**config.mk**
```make
export PLATFORM = sky130hd
export DESIGN_NAME = sd_card_init_sequencer
export DESIGN_NICKNAME = d
export VERILOG_FILES = /design/src/hdl/sdci_pkg.sv /design/src/hdl/sd_card_init_sequencer.sv
export SDC_FILE = /design/constraint.sdc
export NUM_CORES = 1
export LEC_CHECK = 0
export ABC_AREA = 0
export BUFFER_PORTS_ARGS = -buffer_cell sky130_fd_sc_hd__buf_2
export CAP_MARGIN = 20
export CORE_MARGIN = 4
export CORE_UTILIZATION = 38
export CTS_CLUSTER_DIAMETER = 150
export DETAILED_ROUTE_END_ITERATION = 10
export SYNTH_ARGS = -nofsm -noshare
export SYNTH_HDL_FRONTEND = slang
export SYNTH_SLANG_ARGS = --single-unit
```
**constraint.sdc**
```tcl
create_clock -name clk_i -period 7 [get_ports clk_i]
set_clock_uncertainty 0.1 [all_clocks]
set_input_delay 1.05 -clock clk_i [delete_from_list [all_inputs] [get_ports clk_i]]
set_output_delay 1.05 -clock clk_i [all_outputs]
set_load 0.1 [all_outputs]
```
**src/hdl/sdci_pkg.sv**
```systemverilog
// ----------------------------------------------------------------------------
// SD card init sequencer package
// Event, status, error and command codes, plus the CSD capacity decode.
// ----------------------------------------------------------------------------
package sdci_pkg;

  // Input events (s_axis_tuser)
  localparam logic [1:0] OP_START = 2'd0;
  localparam logic [1:0] OP_OK    = 2'd1;
  localparam logic [1:0] OP_FAIL  = 2'd2;

  // Result status (m_axis_tuser)
  localparam logic [1:0] STATUS_ISSUE  = 2'd0;
  localparam logic [1:0] STATUS_READY  = 2'd1;
  localparam logic [1:0] STATUS_FAILED = 2'd2;

  // Error codes
  localparam logic [1:0] ERR_NONE      = 2'd0;
  localparam logic [1:0] ERR_CMD_FAIL  = 2'd1;
  localparam logic [1:0] ERR_CHECK     = 2'd2;
  localparam logic [1:0] ERR_EXHAUSTED = 2'd3;

  // Expected response kinds
  localparam logic [1:0] RESP_NONE     = 2'd0;
  localparam logic [1:0] RESP_R136     = 2'd1;
  localparam logic [1:0] RESP_R48      = 2'd2;
  localparam logic [1:0] RESP_R48_BUSY = 2'd3;

  // Command indexes
  localparam logic [5:0] CMD_GO_IDLE   = 6'd0;
  localparam logic [5:0] CMD_ALL_CID   = 6'd2;
  localparam logic [5:0] CMD_SEND_RCA  = 6'd3;
  localparam logic [5:0] CMD_SELECT    = 6'd7;
  localparam logic [5:0] CMD_IF_COND   = 6'd8;
  localparam logic [5:0] CMD_SEND_CSD  = 6'd9;
  localparam logic [5:0] CMD_BLOCKLEN  = 6'd16;
  localparam logic [5:0] CMD_OP_COND   = 6'd41;
  localparam logic [5:0] CMD_APP       = 6'd55;

  localparam logic [31:0] IF_COND_ARG   = 32'h0000_01AA;
  localparam logic [7:0]  CHECK_PATTERN = 8'hAA;

  // Configuration register indexes
  localparam logic [1:0] REG_OP_COND_TRIES    = 2'd0;
  localparam logic [1:0] REG_OP_COND_ARGUMENT = 2'd1;
  localparam logic [1:0] REG_BLOCK_LENGTH     = 2'd2;
  localparam logic [1:0] REG_FALLBACK_SECTORS = 2'd3;

  localparam logic [7:0]  RST_OP_COND_TRIES    = 8'd100;
  localparam logic [31:0] RST_OP_COND_ARGUMENT = 32'h40FF_8000;
  localparam logic [15:0] RST_BLOCK_LENGTH     = 16'd512;
  localparam logic [31:0] RST_FALLBACK_SECTORS = 32'd131072;

  // Decode card size in 512-byte sectors from the CSD, saturated at 32 bits.
  // Version 1 overflows only for the largest C_SIZE; version 0 tops out at 2^27.
  function automatic logic [31:0] decode_capacity(input logic [31:0] w1,
                                                  input logic [31:0] w2,
                                                  input logic [31:0] w3,
                                                  input logic [31:0] fallback);
    logic [1:0]  ver;
    logic [32:0] v1_size;
    logic [12:0] cs;
    logic [4:0]  sh;
    logic [36:0] v0_bytes;
    logic [31:0] res;
    ver      = w3[23:22];
    v1_size  = {1'b0, ({10'd0, w1[29:8]} + 32'd1)} << 10;
    cs       = {1'b0, w2[1:0], w1[31:22]} + 13'd1;
    sh       = {2'b00, w1[9:7]} + 5'd2 + {1'b0, w2[11:8]};
    v0_bytes = {24'd0, cs} << sh;
    case (ver)
      2'd0:    res = {4'd0, v0_bytes[36:9]};
      2'd1:    res = v1_size[32] ? 32'hFFFF_FFFF : v1_size[31:0];
      default: res = fallback;
    endcase
    return res;
  endfunction

endpackage

```
**src/hdl/sd_card_init_sequencer.sv**
```systemverilog
// ----------------------------------------------------------------------------
// SD card init sequencer
// Walks an SD card through identification, one completion event per item.
// ----------------------------------------------------------------------------
// Feed one event per transaction on the slave side: start, command done or
// command failed, with the response words of the finished command. Each event
// yields at most one result: the next command to issue (index, argument,
// expected response kind and checks), card ready, or failed with an error
// code; every result also carries the card address, capacity flag and sector
// count learned so far. An event passes through the input register and then
// the result register, and a new event is taken every cycle as long as the
// master side keeps up; the result register holds a result while the next
// event waits in the input register. Write the configuration registers only
// while no event is in flight.
module sd_card_init_sequencer (
  input  logic         clk_i,
  input  logic         rst_ni,
  // configuration write port
  input  logic         cfg_we_i,
  input  logic [1:0]   cfg_index_i,
  input  logic [31:0]  cfg_wdata_i,
  // event input
  input  logic         s_axis_tvalid_i,
  output logic         s_axis_tready_o,
  // tdata: resp_word0[31:0], resp_word1[63:32], resp_word2[95:64],
  //        resp_word3[127:96]
  input  logic [127:0] s_axis_tdata_i,
  // tuser: op[1:0]
  input  logic [1:0]   s_axis_tuser_i,
  // result output
  output logic         m_axis_tvalid_o,
  input  logic         m_axis_tready_i,
  // tdata: cmd_index[5:0], cmd_argument[37:6], resp_kind[39:38],
  //        crc_check[40], index_check[41], error_code[43:42],
  //        high_capacity[44], card_address[60:45], capacity_sectors[92:61],
  //        zero pad[95:93]
  output logic [95:0]  m_axis_tdata_o,
  // tuser: status[1:0]
  output logic [1:0]   m_axis_tuser_o
);

  localparam logic [3:0] PH_IDLE   = 4'd0;
  localparam logic [3:0] PH_CMD0   = 4'd1;
  localparam logic [3:0] PH_CMD8   = 4'd2;
  localparam logic [3:0] PH_CMD55  = 4'd3;
  localparam logic [3:0] PH_ACMD41 = 4'd4;
  localparam logic [3:0] PH_CMD2   = 4'd5;
  localparam logic [3:0] PH_CMD3   = 4'd6;
  localparam logic [3:0] PH_CMD9   = 4'd7;
  localparam logic [3:0] PH_CMD7   = 4'd8;
  localparam logic [3:0] PH_CMD16  = 4'd9;
  localparam logic [3:0] PH_READY  = 4'd10;
  localparam logic [3:0] PH_FAILED = 4'd11;

  // Configuration registers
  logic [7:0]  op_cond_tries_q;
  logic [31:0] op_cond_argument_q;
  logic [15:0] block_length_q;
  logic [31:0] fallback_sectors_q;

  always_ff @(posedge clk_i or negedge rst_ni) begin
    if (!rst_ni) begin
      op_cond_tries_q    <= sdci_pkg::RST_OP_COND_TRIES;
      op_cond_argument_q <= sdci_pkg::RST_OP_COND_ARGUMENT;
      block_length_q     <= sdci_pkg::RST_BLOCK_LENGTH;
      fallback_sectors_q <= sdci_pkg::RST_FALLBACK_SECTORS;
    end else if (cfg_we_i) begin
      case (cfg_index_i)
        sdci_pkg::REG_OP_COND_TRIES:    op_cond_tries_q    <= cfg_wdata_i[7:0];
        sdci_pkg::REG_OP_COND_ARGUMENT: op_cond_argument_q <= cfg_wdata_i;
        sdci_pkg::REG_BLOCK_LENGTH:     block_length_q     <= cfg_wdata_i[15:0];
        sdci_pkg::REG_FALLBACK_SECTORS: fallback_sectors_q <= cfg_wdata_i;
        default: ;
      endcase
    end
  end

  // Input register
  logic         in_valid_q;
  logic [1:0]   in_op_q;
  logic [127:0] in_words_q;
  logic         advance;

  // Result register
  logic        out_valid_q;
  logic [1:0]  out_status_q;
  logic [95:0] out_data_q;

  // Sequencer state
  logic [3:0]  phase_q, phase_d;
  logic [7:0]  tries_q, tries_d;
  logic [15:0] rca_q, rca_d;
  logic        hc_q, hc_d;
  logic [31:0] sectors_q, sectors_d;

  // Result fields for the event in the input register
  logic        emit;
  logic [1:0]  status;
  logic [5:0]  cmd_idx;
  logic [31:0] cmd_arg;
  logic [1:0]  kind;
  logic        crc_chk;
  logic        idx_chk;
  logic [1:0]  err;
  logic        waiting;
  logic [7:0]  tries_inc;
  logic [31:0] w0, w1, w2, w3;

  // Move an event forward whenever the result register is free or draining.
  assign advance         = in_valid_q && (!out_valid_q || m_axis_tready_i);
  assign s_axis_tready_o = !in_valid_q || advance;

  assign w0 = in_words_q[31:0];
  assign w1 = in_words_q[63:32];
  assign w2 = in_words_q[95:64];
  assign w3 = in_words_q[127:96];

  assign waiting   = (phase_q >= PH_CMD0) && (phase_q <= PH_CMD16);
  assign tries_inc = (tries_q == 8'hFF) ? tries_q : tries_q + 8'd1;

  always_comb begin
    phase_d   = phase_q;
    tries_d   = tries_q;
    rca_d     = rca_q;
    hc_d      = hc_q;
    sectors_d = sectors_q;
    emit      = 1'b0;
    status    = sdci_pkg::STATUS_ISSUE;
    cmd_idx   = sdci_pkg::CMD_GO_IDLE;
    cmd_arg   = 32'd0;
    kind      = sdci_pkg::RESP_NONE;
    crc_chk   = 1'b0;
    idx_chk   = 1'b0;
    err       = sdci_pkg::ERR_NONE;
    if (in_op_q == sdci_pkg::OP_START) begin
      // Restart from scratch in any phase.
      emit      = 1'b1;
      phase_d   = PH_CMD0;
      tries_d   = 8'd0;
      rca_d     = 16'd0;
      hc_d      = 1'b0;
      sectors_d = 32'd0;
    end else if (waiting && in_op_q == sdci_pkg::OP_FAIL) begin
      emit    = 1'b1;
      phase_d = PH_FAILED;
      status  = sdci_pkg::STATUS_FAILED;
      err     = sdci_pkg::ERR_CMD_FAIL;
    end else if (waiting && in_op_q == sdci_pkg::OP_OK) begin
      emit    = 1'b1;
      kind    = sdci_pkg::RESP_R48;
      crc_chk = 1'b1;
      idx_chk = 1'b1;
      case (phase_q)
        PH_CMD0: begin
          phase_d = PH_CMD8;
          cmd_idx = sdci_pkg::CMD_IF_COND;
          cmd_arg = sdci_pkg::IF_COND_ARG;
        end
        PH_CMD8: begin
          if (w0[7:0] != sdci_pkg::CHECK_PATTERN) begin
            phase_d = PH_FAILED;
            status  = sdci_pkg::STATUS_FAILED;
            err     = sdci_pkg::ERR_CHECK;
            kind    = sdci_pkg::RESP_NONE;
            crc_chk = 1'b0;
            idx_chk = 1'b0;
          end else begin
            hc_d    = 1'b0;
            tries_d = 8'd0;
            phase_d = PH_CMD55;
            cmd_idx = sdci_pkg::CMD_APP;
          end
        end
        PH_CMD55: begin
          phase_d = PH_ACMD41;
          cmd_idx = sdci_pkg::CMD_OP_COND;
          cmd_arg = op_cond_argument_q;
          crc_chk = 1'b0;
          idx_chk = 1'b0;
        end
        PH_ACMD41: begin
          tries_d = tries_inc;
          if (w0[31]) begin
            hc_d    = w0[30];
            phase_d = PH_CMD2;
            cmd_idx = sdci_pkg::CMD_ALL_CID;
            kind    = sdci_pkg::RESP_R136;
            idx_chk = 1'b0;
          end else if (tries_inc >= op_cond_tries_q) begin
            phase_d = PH_FAILED;
            status  = sdci_pkg::STATUS_FAILED;
            err     = sdci_pkg::ERR_EXHAUSTED;
            kind    = sdci_pkg::RESP_NONE;
            crc_chk = 1'b0;
            idx_chk = 1'b0;
          end else begin
            phase_d = PH_CMD55;
            cmd_idx = sdci_pkg::CMD_APP;
          end
        end
        PH_CMD2: begin
          phase_d = PH_CMD3;
          cmd_idx = sdci_pkg::CMD_SEND_RCA;
        end
        PH_CMD3: begin
          rca_d   = w0[31:16];
          phase_d = PH_CMD9;
          cmd_idx = sdci_pkg::CMD_SEND_CSD;
          cmd_arg = {w0[31:16], 16'd0};
          kind    = sdci_pkg::RESP_R136;
          idx_chk = 1'b0;
        end
        PH_CMD9: begin
          sectors_d = sdci_pkg::decode_capacity(w1, w2, w3, fallback_sectors_q);
          phase_d   = PH_CMD7;
          cmd_idx   = sdci_pkg::CMD_SELECT;
          cmd_arg   = {rca_q, 16'd0};
          kind      = sdci_pkg::RESP_R48_BUSY;
        end
        PH_CMD7: begin
          phase_d = PH_CMD16;
          cmd_idx = sdci_pkg::CMD_BLOCKLEN;
          cmd_arg = {16'd0, block_length_q};
        end
        default: begin
          // CMD16 done: card is ready.
          phase_d = PH_READY;
          status  = sdci_pkg::STATUS_READY;
          kind    = sdci_pkg::RESP_NONE;
          crc_chk = 1'b0;
          idx_chk = 1'b0;
        end
      endcase
    end
  end

  // Input register: load on every accepted transaction, drop once advanced.
  always_ff @(posedge clk_i or negedge rst_ni) begin
    if (!rst_ni) begin
      in_valid_q <= 1'b0;
    end else if (s_axis_tvalid_i && s_axis_tready_o) begin
      in_valid_q <= 1'b1;
    end else if (advance) begin
      in_valid_q <= 1'b0;
    end
  end

  always_ff @(posedge clk_i) begin
    if (s_axis_tvalid_i && s_axis_tready_o) begin
      in_op_q    <= s_axis_tuser_i;
      in_words_q <= s_axis_tdata_i;
    end
  end

  // Sequencer state and result valid
  always_ff @(posedge clk_i or negedge rst_ni) begin
    if (!rst_ni) begin
      phase_q     <= PH_IDLE;
      tries_q     <= 8'd0;
      rca_q       <= 16'd0;
      hc_q        <= 1'b0;
      sectors_q   <= 32'd0;
      out_valid_q <= 1'b0;
    end else begin
      if (advance) begin
        phase_q   <= phase_d;
        tries_q   <= tries_d;
        rca_q     <= rca_d;
        hc_q      <= hc_d;
        sectors_q <= sectors_d;
      end
      if (advance) begin
        out_valid_q <= emit;
      end else if (m_axis_tready_i) begin
        out_valid_q <= 1'b0;
      end
    end
  end

  always_ff @(posedge clk_i) begin
    if (advance && emit) begin
      out_status_q <= status;
      out_data_q   <= {3'b000, sectors_d, rca_d, hc_d, err, idx_chk, crc_chk,
                       kind, cmd_arg, cmd_idx};
    end
  end

  assign m_axis_tvalid_o = out_valid_q;
  assign m_axis_tuser_o  = out_status_q;
  assign m_axis_tdata_o  = out_data_q;

  // A start event always lands in the CMD0 phase.
  assert property (@(posedge clk_i) disable iff (!rst_ni)
    advance && in_op_q == sdci_pkg::OP_START |=> phase_q == PH_CMD0)
    else $error("start event did not enter CMD0 phase");

  // An event that produces a result must show up on the master side.
  assert property (@(posedge clk_i) disable iff (!rst_ni)
    advance && emit |=> m_axis_tvalid_o)
    else $error("emitted result not presented");

  // Only a failed result carries an error code.
  assert property (@(posedge clk_i) disable iff (!rst_ni)
    m_axis_tvalid_o && m_axis_tuser_o != sdci_pkg::STATUS_FAILED
      |-> m_axis_tdata_o[43:42] == sdci_pkg::ERR_NONE)
    else $error("error code set on a non-failed result");

  // Ready and failed results carry no command.
  assert property (@(posedge clk_i) disable iff (!rst_ni)
    m_axis_tvalid_o && m_axis_tuser_o != sdci_pkg::STATUS_ISSUE
      |-> m_axis_tdata_o[41:0] == 42'd0)
    else $error("command fields set on a terminal result");

endmodule

```
==> impl_metrics.json <==
{
  "grt-ovfl-total": 0,
  "holdPathStages": 2,
  "fin_crit_sh_pct": 59.6,
  "nNetsFinal": 1717,
  "synth_top_area_cell": "edfxtp_1",
  "drt_drc_violations_left": 0,
  "synth_area_leaders": "edfxtp_1 30%, dfrtp_1 22%, mux2_2 7.6%",
  "cp-end-kind": "flop",
  "worst_path_max_delay_cell": "xor2_2",
  "fin_util_pct": 45.4,
  "vdd_drop_max_mv": 0.250,
  "hold_viol": 0,
  "max_freq_mhz": 240,
  "cts_buffer_depth": 3,
  "wire_per_inst_um": 22.6,
  "ys_seq_area_share_pct": 55.2,
  "startpoint_type": "flop",
  "gp_congestion": 0.903,
  "grt_max_degree": 87,
  "syn_to_final_growth_pct": 18.1,
  "yosysWarnings": 0,
  "worstHoldStart": "sectors_q[5]",
  "grt_usage_pct": 21.1,
  "die_h_um": 208,
  "synthArstFlopShare_pct": 49.5,
  "num_rows": 73,
  "initial_core_util_pct": 38.4,
  "max_slew_margin_pct": 26.4,
  "cts_resized": 0,
  "core-area_mm2": 0.0397,
  "postCtsSetupBuffers": 0,
  "crit_family": "adder cells",
  "netlist.area_leader.share_pct": 30.3,
  "path_clk_slew_ps": 60,
  "syn_inst": 1366,
  "worst_r2r_startpoint": "in_words_q[40]",
  "setup_viol": 0,
  "final_layout_size_suffix_gt1_share_pct": 28.0,
  "post-dp-hpwl_um": 32900,
  "clock_latency_ps": 540,
  "cts-root-buf": "clkbuf_16",
  "htreeDepth": 2,
  "cp.buffers_inverters": 2,
  "rr_worst_depth": 11,
  "totalWireLength_um": 47000,
  "drtIter0Drc": 1045,
  "setup-tns-final_ps": 0,
  "clkSinkCount": 305,
  "finalMaxSlewViolations": 0,
  "timing.hold.ws_ps": 377,
  "netlist_area_mm2": 0.0153,
  "p_leak_uw": 0.00713,
  "syn_area_per_cell_um2": 11.2,
  "io_pins": 269,
  "cts_buffers": 36,
  "fill_cells": 3720,
  "hold_buffers": 0,
  "via_per_inst": 5.76,
  "min_period_ps": 4170,
  "grt_pass1_vias": 11900,
  "ant_nets": 0,
  "crit_chain": "inv_1 > ha_1 > inv_1 > ha_1 > fa_1 > xor2_2 > nand2_1 > nor3_1 > a311o_1 > o21ai_1 > o31ai_1",
  "vias": 12000,
  "status": "finished, final reports clean",
  "worstReg2RegEnd": "m_axis_tdata_o[77]",
  "min_to": "sectors_q[5]",
  "firstDrtPassIters": 6,
  "rrSetupSlack_ps": 2830,
  "critPathMaxStageDelay_ps": 840,
  "worst_ep_required_time_ps": 7170,
  "pre_cts_slack_ps": 2910,
  "ys_seq_elements": 305,
  "cts_tree": "yes",
  "path_class": "flop to flop",
  "port_buffers": 194,
  "tightest_slew_ps": 1100,
  "die_width_um": 208,
  "critPathArrivalTime_ps": 4350,
  "grt_pass1_wl_um": 71800,
  "synth_edf_count": 154,
  "ys.flop_type": "edfxtp_1",
  "netlist-cell-type-count": 94,
  "antenna_found_initial": 0,
  "powerDensity_mw_per_mm2": 374,
  "cap_violations": 0,
  "hold_path.class": "flop to flop",
  "dieArea_mm2": 0.0434,
  "worst_slack_ps": 2830,
  "rsz0062_at_grt": "false",
  "critPathMaxFanout": 19
}
## cells by family (layout without fill, tap and decap cells)
logic type               count (synthesis)  in the layout  synth area share [%]
AND/OR/NAND/NOR                        409            409                  13.1
buffers and inverters                  130            320                  3.52
multiplexers                           112            112                  8.22
AO/OA/AOI/OAI                          366            366                  16.9
adder cells (fa/ha/maj)                 19             19                  1.59
flip-flops                             305            305                  55.2
XOR/XNOR                                24             24                  1.43
other                                    1              4                0.0246
## metal layers
metal | share of wire, % | vias up | GRT usage, %
met2 | 45 | 441 | 32.8
met5 | 0 | - | 0
met4 | 2.7 | 0 | 6.84
li1 | - | 5507 | -
met3 | 6.4 | 69 | 3.63
met1 | 46 | 5979 | 30.1
## worst max-delay path by stage
| stage | startpoint | to | slack (ps) | depth (start not counted) |
|---|---|---|---|---|
| 6_report | in_words_q[40] | m_axis_tdata_o[77] | 2830 | 11 |
| 4_1_cts | tries_q[0] | m_axis_tdata_o[0] | 2860 | 13 |
| 2_1_floorplan | m_axis_tready_i | phase_q[3] | 780 | 5 |
| 3_5_place_dp | tries_q[0] | m_axis_tdata_o[0] | 2910 | 13 |
| 3_3_place_gp | tries_q[0] | m_axis_tdata_o[0] | 2890 | 13 |
| 5_1_grt | in_words_q[40] | m_axis_tdata_o[77] | 2660 | 11 |
## worst reg2reg max path, cell delays in order, from the launching register on
cell	delay (ps)
edfxtp_1	510
inv_1	80
ha_1	280
inv_1	40
ha_1	210
fa_1	460
xor2_2	840
nand2_1	320
nor3_1	320
a311o_1	170
o21ai_1	140
o31ai_1	450
## Yosys cell counts (all sizes together), types with 8 or more instances
cell	number
dfstp	15
clkbuf	65
a221oi	13
a22oi	15
edfxtp	154
nand2	132
nand3	39
o221ai	8
nor2	107
nand4	22
xnor2	15
mux2i	8
o22ai	10
nand2b	10
o21a	9
o21ai	87
mux2	104
a222oi	17
buf	31
dfrtp	136
a211oi	10
ha	17
and3	10
o211ai	9
o31ai	21
xor2	9
nor2b	13
nor3	29
inv	34
a31oi	21
a21oi	64
## flip-flops by register name, summed over array words and instances (netlist names), 2 cells and up
signal and flops:
block_length_q 16, fallback_sectors_q 32, in_op_q 2, in_words_q 57
m_axis_tdata_o 93, m_axis_tuser_o 2, op_cond_argument_q 32, op_cond_tries_q 8
phase_q 4, rca_q 16, sectors_q 32, tries_q 8
## metrics by stage
step	power, uW	instance area, um2	instances
global route	7040	18000	2083
global placement	4770	16700	2014
detailed placement	4780	16700	2014
finish	6740	18000	2084
floorplan	4200	15300	1368
CTS	6790	18000	2080
## final cells by class
| class | count | area (um2) | area share (%) |
|---|---|---|---|
| Antenna cell | 1 | 2.50 | 0.0139 |
| Clock buffer | 48 | 1030 | 5.71 |
| Clock inverter | 18 | 235 | 1.31 |
| Inverter | 34 | 128 | 0.708 |
| Multi-Input combinational cell | 933 | 6350 | 35.3 |
| Sequential cell | 305 | 8420 | 46.7 |
| Tap cell | 525 | 657 | 3.65 |
| Timing Repair Buffer | 220 | 1190 | 6.63 |
## report_power, final
| part | internal (uW) | switching, uW | total (uW) |
|---|---|---|---|
| Combinational | 520 | 1800 | 2320 |
| Clock | 1230 | 748 | 1970 |
| Sequential | 2230 | 214 | 2450 |
## placed cells by master, fill, tap and decap left out, types with 38 or more instances in the layout
cell	synthesis	final
buf_2	18	193
edfxtp_1	154	154
dfrtp_1	136	136
nand2_1	132	132
nor2_1	106	105
mux2_2	103	103
a21oi_1	63	63
o21ai_0	48	47
nand3_1	38	38
o21ai_1	38	38
clkbuf_16	0	38
Note: power is estimated with default switching activity, not from simulation.
